[config.mk]
export PLATFORM = sky130hd
export DESIGN_NAME = motion_amplitude_trend_detector
export DESIGN_NICKNAME = d
export VERILOG_FILES = /design/src/hdl/matd_pkg.sv /design/src/hdl/motion_amplitude_trend_detector.sv
export SDC_FILE = /design/constraint.sdc
export NUM_CORES = 1
export LEC_CHECK = 0
export BUFFER_PORTS_ARGS = -buffer_cell sky130_fd_sc_hd__clkbuf_2
export CELL_PAD_IN_SITES_DETAIL_PLACEMENT = 1
export CELL_PAD_IN_SITES_GLOBAL_PLACEMENT = 1
export CORE_UTILIZATION = 47
export CTS_CLUSTER_SIZE = 28
export DETAILED_ROUTE_END_ITERATION = 6
export GPL_TIMING_DRIVEN = 0
export PLACE_DENSITY = 0.88
export SYNTH_ARGS = -nofsm -noshare
export SYNTH_HDL_FRONTEND = slang
export SYNTH_SLANG_ARGS = --single-unit
[constraint.sdc]
create_clock -name i_clk -period 9.2 [get_ports i_clk]
set_clock_uncertainty 0.1 [all_clocks]
set_input_delay 2.76 -clock i_clk [delete_from_list [all_inputs] [get_ports i_clk]]
set_output_delay 2.76 -clock i_clk [all_outputs]
set_load 0.01 [all_outputs]
[src/hdl/matd_pkg.sv]
// shared types and constants of the motion amplitude trend detector
// depends on nothing; used by the top level and its checker
`default_nettype none

package matd_pkg;

    // sample and field widths
    localparam int SAMPLE_BITS = 16;
    localparam int COUNT_W     = 9;
    localparam int LIMIT_W     = 8;
    localparam int CFG_IDX_W   = 3;
    localparam int CFG_DATA_W  = 16;
    localparam int IN_TDATA_W  = 32;
    localparam int OUT_TDATA_W = 56;

    // register reset values
    localparam logic [SAMPLE_BITS-1:0] RST_UP_MARGIN   = SAMPLE_BITS'(30);
    localparam logic [SAMPLE_BITS-1:0] RST_DOWN_MARGIN = SAMPLE_BITS'(30);
    localparam logic [SAMPLE_BITS-1:0] RST_INIT_STEP   = SAMPLE_BITS'(5);
    localparam logic [SAMPLE_BITS-1:0] RST_STEP_INC    = SAMPLE_BITS'(5);
    localparam logic [LIMIT_W-1:0]     RST_FALL_LIMIT  = LIMIT_W'(15);

    // trend codes
    typedef enum logic [1:0] {
        TREND_STABLE   = 2'd0,
        TREND_APPROACH = 2'd1,
        TREND_RECEDE   = 2'd2
    } t_trend;

    // configuration register indexes
    typedef enum logic [CFG_IDX_W-1:0] {
        REG_UP_MARGIN   = 3'd0,
        REG_DOWN_MARGIN = 3'd1,
        REG_INIT_STEP   = 3'd2,
        REG_STEP_INC    = 3'd3,
        REG_FALL_LIMIT  = 3'd4
    } t_reg_idx;

endpackage

`default_nettype wire

[src/hdl/motion_amplitude_trend_detector.sv]
// motion amplitude trend detector: peak hold with growing decay and two averages
// depends on matd_pkg
`default_nettype none

// Usage
// Input stream: one request per window carries the window's largest sample
// (tdata[15:0]) and smallest sample (tdata[31:16]). Output stream: one result
// per request with held amplitude, fast average, slow average and trend code.
// Configuration: write i_cfg_we with a register index and data while no
// request is in flight; indexes past the last register are ignored.
// A request passes through the input register stage and then the result
// register; one request is taken every cycle while the receiver takes each
// result. The amplitude is formed in the input register stage and
// the peak hold, both averages and the trend are updated in one step into the
// result register, so the held state feeds the next request directly.
// When the receiver stalls, the result register holds and one more request
// can wait in the input stage; input ready drops only when both are full.
// Synchronous reset clears the held value, fall count, averages and both
// valid flags, loads the register defaults and sets the decay step to five.
module motion_amplitude_trend_detector (
    input  wire logic                              i_clk,
    input  wire logic                              i_rst_n,
    // configuration write port
    input  wire logic                              i_cfg_we,
    input  wire logic [matd_pkg::CFG_IDX_W-1:0]    i_cfg_idx,
    input  wire logic [matd_pkg::CFG_DATA_W-1:0]   i_cfg_wdata,
    // input stream
    input  wire logic                              i_s_axis_tvalid,
    output logic                                   o_s_axis_tready,
    // [15:0] window_max, [31:16] window_min
    input  wire logic [matd_pkg::IN_TDATA_W-1:0]   i_s_axis_tdata,
    // output stream
    output logic                                   o_m_axis_tvalid,
    input  wire logic                              i_m_axis_tready,
    // [15:0] held_amplitude, [31:16] fast_average, [47:32] slow_average,
    // [49:48] trend, [55:50] zero
    output logic [matd_pkg::OUT_TDATA_W-1:0]       o_m_axis_tdata
);

    localparam int SW = matd_pkg::SAMPLE_BITS;
    localparam int CW = matd_pkg::COUNT_W;
    localparam int LW = matd_pkg::LIMIT_W;
    localparam logic [CW-1:0] COUNT_MAX = '1;
    localparam logic [SW-1:0] FULL_SCALE = '1;
    localparam int PAD_W = matd_pkg::OUT_TDATA_W - 3 * SW - 2;

    // configuration registers
    logic [SW-1:0] r_up_margin;
    logic [SW-1:0] r_down_margin;
    logic [SW-1:0] r_init_step;
    logic [SW-1:0] r_step_inc;
    logic [LW-1:0] r_fall_limit;

    // pipeline control and payload
    logic          r_in_vld;
    logic [SW-1:0] r_amp;
    logic          r_out_vld;
    logic [SW-1:0] r_out_held;
    logic [SW-1:0] r_out_fast;
    logic [SW-1:0] r_out_slow;
    matd_pkg::t_trend r_out_trend;

    // detector state
    logic [SW-1:0] r_held;
    logic [SW-1:0] r_step;
    logic [CW-1:0] r_count;
    logic [SW-1:0] r_fast;
    logic [SW-1:0] r_slow;

    // next values
    logic [SW-1:0] n_held;
    logic [SW-1:0] n_step;
    logic [CW-1:0] n_count;
    logic [SW-1:0] n_fast;
    logic [SW-1:0] n_slow;
    matd_pkg::t_trend n_trend;

    // helpers
    logic          advance;
    logic          in_req;
    logic          fire;
    logic [SW-1:0] win_max;
    logic [SW-1:0] win_min;
    logic [SW-1:0] amp_in;
    logic [SW:0]   step_sum;
    logic [CW-1:0] count_inc;
    logic [SW+1:0] fast_sum;
    logic [SW+3:0] slow_sum;
    logic [SW:0]   up_sum;
    logic [SW:0]   down_sum;

    // handshake: result stage moves when empty or taken
    assign advance         = !r_out_vld || i_m_axis_tready;
    assign o_s_axis_tready = !r_in_vld || advance;
    assign in_req          = i_s_axis_tvalid && o_s_axis_tready;
    assign fire            = r_in_vld && advance;

    // amplitude of the incoming window
    assign win_max = i_s_axis_tdata[SW-1:0];
    assign win_min = i_s_axis_tdata[2*SW-1:SW];
    assign amp_in  = (win_max >= win_min) ? (win_max - win_min) : (win_min - win_max);

    // configuration writes
    always_ff @(posedge i_clk) begin
        if (!i_rst_n) begin
            r_up_margin   <= matd_pkg::RST_UP_MARGIN;
            r_down_margin <= matd_pkg::RST_DOWN_MARGIN;
            r_init_step   <= matd_pkg::RST_INIT_STEP;
            r_step_inc    <= matd_pkg::RST_STEP_INC;
            r_fall_limit  <= matd_pkg::RST_FALL_LIMIT;
        end else if (i_cfg_we) begin
            unique case (i_cfg_idx)
                matd_pkg::REG_UP_MARGIN:   r_up_margin   <= i_cfg_wdata;
                matd_pkg::REG_DOWN_MARGIN: r_down_margin <= i_cfg_wdata;
                matd_pkg::REG_INIT_STEP:   r_init_step   <= i_cfg_wdata;
                matd_pkg::REG_STEP_INC:    r_step_inc    <= i_cfg_wdata;
                matd_pkg::REG_FALL_LIMIT:  r_fall_limit  <= i_cfg_wdata[LW-1:0];
                default: ;
            endcase
        end
    end

    // input stage
    always_ff @(posedge i_clk) begin
        if (!i_rst_n) begin
            r_in_vld <= 1'b0;
        end else if (o_s_axis_tready) begin
            r_in_vld <= i_s_axis_tvalid;
        end
    end

    always_ff @(posedge i_clk) begin
        if (in_req) begin
            r_amp <= amp_in;
        end
    end

    // peak hold with accelerating decay
    assign step_sum  = {1'b0, r_step} + {1'b0, r_step_inc};
    assign count_inc = (r_count == COUNT_MAX) ? r_count : r_count + CW'(1);

    always_comb begin
        n_held  = r_held;
        n_step  = r_step;
        n_count = r_count;
        if (r_amp >= r_held) begin
            n_held  = r_amp;
            n_step  = r_init_step;
            n_count = '0;
        end else if (r_held >= r_step) begin
            n_held  = r_held - r_step;
            n_count = count_inc;
            if (count_inc > {1'b0, r_fall_limit}) begin
                n_step = step_sum[SW] ? FULL_SCALE : step_sum[SW-1:0];
            end
        end else begin
            n_held = '0;
        end
    end

    // truncating averages: 3/4 old plus 1/4 new, 15/16 old plus 1/16 new
    assign fast_sum = {1'b0, r_fast, 1'b0} + {2'b0, r_fast} + {2'b0, n_held};
    assign slow_sum = {r_slow, 4'b0} - {4'b0, r_slow} + {4'b0, n_held};
    assign n_fast   = fast_sum[SW+1:2];
    assign n_slow   = slow_sum[SW+3:4];

    // trend from the two averages at full width
    assign up_sum   = {1'b0, n_slow} + {1'b0, r_up_margin};
    assign down_sum = {1'b0, n_fast} + {1'b0, r_down_margin};

    always_comb begin
        if ({1'b0, n_fast} > up_sum) begin
            n_trend = matd_pkg::TREND_APPROACH;
        end else if (down_sum < {1'b0, n_slow}) begin
            n_trend = matd_pkg::TREND_RECEDE;
        end else begin
            n_trend = matd_pkg::TREND_STABLE;
        end
    end

    // state update when a request moves into the result stage
    always_ff @(posedge i_clk) begin
        if (!i_rst_n) begin
            r_held  <= '0;
            r_step  <= matd_pkg::RST_INIT_STEP;
            r_count <= '0;
            r_fast  <= '0;
            r_slow  <= '0;
        end else if (fire) begin
            r_held  <= n_held;
            r_step  <= n_step;
            r_count <= n_count;
            r_fast  <= n_fast;
            r_slow  <= n_slow;
        end
    end

    // result stage
    always_ff @(posedge i_clk) begin
        if (!i_rst_n) begin
            r_out_vld <= 1'b0;
        end else if (advance) begin
            r_out_vld <= r_in_vld;
        end
    end

    always_ff @(posedge i_clk) begin
        if (fire) begin
            r_out_held  <= n_held;
            r_out_fast  <= n_fast;
            r_out_slow  <= n_slow;
            r_out_trend <= n_trend;
        end
    end

    assign o_m_axis_tvalid = r_out_vld;
    assign o_m_axis_tdata  = {{PAD_W{1'b0}}, r_out_trend, r_out_slow, r_out_fast, r_out_held};

endmodule

`default_nettype wire

==> metrics.log <==
[metrics] timing-limited maximum frequency: about 0.11 GHz
[metrics] number of buffers added by the clock tree synthesis step: 25
[metrics] cell type with the highest occurrence count on the critical path: sky130_fd_sc_hd__ha_1
[metrics] clock-pin transition on the worst setup and hold timing paths: 0.05 ns
[metrics] drt drc: 0
[metrics] Tightest Pin Transition: slightly above 1 ns
[metrics] height of the die: about 180 µm
[metrics] final hold violation count: 0
[metrics] via count of the first global-routing pass: 15400
[metrics] core utilization of the finished layout: 0.542
[metrics] remaining max-slew budget at the tightest pin: 0.312
[metrics] area of the core region: 32700 µm²
[metrics] post-placement cell count: about 2400
[metrics] clock latency on the worst-skew pair: 0.54 ns
[metrics] fillcell total: between 3000 and 4000
[metrics] count of standard-cell rows: 66
[metrics] Post-DP HPWL: between 40 and 50 mm
[metrics] total area of multi-input combinational cells: ~10000 µm²
[metrics] sinks on the clock net: 213
[metrics] family with the most delay on the worst path: simple AND/OR/NAND/NOR gates
[metrics] register area: between 4000 and 5000 µm²
[metrics] first-pass iteration count of the detailed router: 5
[metrics] critical path class: flop to flop
[metrics] commonest cells after routing, fill and taps aside: sky130_fd_sc_hd__nand2_1, sky130_fd_sc_hd__ha_1, sky130_fd_sc_hd__inv_1, sky130_fd_sc_hd__a21oi_1, sky130_fd_sc_hd__dfxtp_1
[metrics] Worst Path Required: approximately 9.4 ns
[metrics] min cycle time layout: 8.88 ns
[metrics] crit path setup slack, layout: about 0.32 ns
[metrics] worst slack after detailed placement: roughly 0.019 ns
[metrics] global-route wire length before repair: about 83 mm
[metrics] Port Buf Inserts: between 100 and 150
[metrics] Top FF cell, synth: sky130_fd_sc_hd__dfxtp_1
[metrics] run status: complete, no violations
[metrics] combined area of all synthesized cells: about 16000 µm²
[metrics] Overflow after GRT: 0
[metrics] final layout net count: around 2300
[metrics] floorplan die area: 34200 µm²
[metrics] endpoint class of the critical path: flop
[metrics] average wire length per cell after detail routing: between 20 and 25 µm
[metrics] highest net fanout along the worst path: 8
[metrics] commonest non-fill, non-tap cell in the layout: sky130_fd_sc_hd__nand2_1
[metrics] horizontal die dimension: roughly 180 µm
[metrics] CTS Root Cell: sky130_fd_sc_hd__clkbuf_16
[metrics] Worst path slowest cell: sky130_fd_sc_hd__fa_1
[metrics] Post-synth EDFFs: between 60 and 70
[metrics] gpl congestion: approximately 0.96
[metrics] max incr delay on CP: about 0.51 ns
[metrics] arrival time at the worst endpoint: between 9 and 10 ns
[metrics] layout cells sized above 1: 0.0997
[metrics] crit path buf inv count: 1
[metrics] starting density of the core: 0.481
[metrics] number of maximum-capacitance constraint violations: 0
[metrics] register area share after synthesis: 0.313
[metrics] flip-flop and latch count after synthesis: between 200 and 250
[metrics] number of pins exceeding their max-slew limit in the final report: 0
[metrics] cells after synthesis: between 1500 and 2000
[metrics] Max Root-Sink Buffers: 3
[metrics] quantity of hold-fixing buffers added after cts: 0
[metrics] Mean Syn Cell Area: approximately 8.5 µm²
[metrics] element type at the critical path start: flop
[metrics] synthesis-to-layout area growth: 12.7%
[metrics] Detailed Route Iter0 Violations: around 800
[metrics] DRT antenna net count: 0
[metrics] number of ports placed on the die boundary: roughly 110
[metrics] FFs w/ async S/R, synth: 0
[metrics] setup slack of the most critical reg-to-reg path: approximately 0.32 ns
[metrics] post-synthesis cell type count: 92
[metrics] CTS tree: built
[metrics] number of endpoints failing setup at the final stage: 0
[metrics] H-tree depth: 1
[metrics] number of antenna violations at the first check in global routing: 1
[metrics] routed wire length: between 50 and 60 mm
[metrics] Yosys warning total: 0
[metrics] type of the worst min-delay path: flop to flop
[metrics] number of non-filler instances in the completed layout: approximately 2500
[metrics] total vias in the final route: around 15000
[metrics] vias per std cell: 5.94
[metrics] part of the cycle the worst path needs: 0.965
[metrics] combined global-route utilization of all metal layers: 0.313
[metrics] largest net degree at the start of global routing: 60
==> worst paths after layout <==
kind | end | startpoint | cells past startpoint
max | r_out_trend[1] | r_held[0] | 34
max reg2reg | r_out_trend[1] | r_held[0] | 34
min | r_slow[3] | r_slow[3] | 2
min reg2reg | r_slow[3] | r_slow[3] | 2
==> metrics by stage <==
| stage | cell area, µm² | hold WS [ns] | TNS, ns |
|---|---|---|---|
| 3_3_place_gp | 16800 | 0.343 | 0 |
| 3_5_place_dp | 16800 | 0.355 | 0 |
| 4_1_cts | 17600 | 0.363 | 0 |
| 2_1_floorplan | 15700 | 0.333 | 0 |
| 5_1_grt | 17700 | 0.386 | -0.00515 |
| 6_report | 17700 | 0.364 | 0 |
==> area by class of cell <==
| type | count | share of cell area |
|---|---|---|
| clock buffer | 39 | 0.0414 |
| multi-input combinational | 1390 | 0.561 |
| buffer | 66 | 0.0161 |
| sequential | 213 | 0.278 |
| timing repair buffer | 110 | 0.0315 |
| antenna | 1 | 0.000141 |
| inverter | 184 | 0.0390 |
| tap | 442 | 0.0312 |
| clock inverter | 5 | 0.00162 |
==> worst reg2reg max path, delay by kind of cell, from the launching register on <==
kind / cells / cell delay [ns]
AO/OA/AOI/OAI: 11 / 2.81
adder cells (fa/ha/maj): 6 / 2.23
buffers and inverters: 1 / 0.07
AND/OR/NAND/NOR: 15 / 2.96
flip-flops: 1 / 0.38
XOR/XNOR: 1 / 0.15
==> flip-flops by register name, summed over array words and instances, names as in the netlist <==
register / cells
r_in_vld: 1
r_slow: 16
r_step_inc: 16
r_out_fast: 16
r_fast: 16
r_count: 9
r_up_margin: 16
r_step: 16
r_init_step: 16
r_amp: 16
r_out_held: 16
o_m_axis_tvalid: 1
r_held: 16
r_fall_limit: 8
r_out_trend: 2
r_down_margin: 16
r_out_slow: 16
==> metal layers <==
metal	share of wire	global-route usage
met5	0.00032	0
met4	0.055	0.165
met3	0.058	0.0450
met2	0.49	0.554
met1	0.40	0.363
==> cell usage after synthesis (19+ instances only) <==
master | count | area, µm²
sky130_fd_sc_hd__nor2b_1 | 26 | 163
sky130_fd_sc_hd__clkbuf_1 | 50 | 188
sky130_fd_sc_hd__ha_1 | 190 | 2380
sky130_fd_sc_hd__nand3_1 | 41 | 205
sky130_fd_sc_hd__a211oi_1 | 23 | 173
sky130_fd_sc_hd__o21a_1 | 26 | 195
sky130_fd_sc_hd__inv_1 | 182 | 683
sky130_fd_sc_hd__o21ai_0 | 54 | 270
sky130_fd_sc_hd__nand2b_1 | 19 | 119
sky130_fd_sc_hd__a21oi_1 | 172 | 861
sky130_fd_sc_hd__nor2_1 | 110 | 413
sky130_fd_sc_hd__nand4_1 | 29 | 181
sky130_fd_sc_hd__o22ai_1 | 20 | 125
sky130_fd_sc_hd__nand2_1 | 248 | 931
sky130_fd_sc_hd__xor2_1 | 33 | 289
sky130_fd_sc_hd__dfxtp_1 | 147 | 2940
sky130_fd_sc_hd__nor3_1 | 29 | 145
sky130_fd_sc_hd__fa_1 | 34 | 681
sky130_fd_sc_hd__a21o_1 | 51 | 383
sky130_fd_sc_hd__xnor2_1 | 61 | 534
sky130_fd_sc_hd__edfxtp_1 | 66 | 1980
==> kinds of logic (layout without fill, tap and decap cells) <==
kind of cell,after synthesis,in the layout,share of synthesized area
other,1,7,0.000238
multiplexers,13,13,0.00891
AND/OR/NAND/NOR,569,569,0.168
adder cells (fa/ha/maj),224,224,0.194
AO/OA/AOI/OAI,484,484,0.201
flip-flops,213,213,0.313
buffers and inverters,250,404,0.0617
XOR/XNOR,94,94,0.0523
==> repair_timing <==
item,in CTS,in global routing
gates resized for setup,1,16
setup endpoints to repair,1,2
pin swaps,0,1
setup buffers,0,2
Power is left out: the tool's default activity adds up to more than one toggle a clock period on the data nets, which glitch-free logic cannot reach.
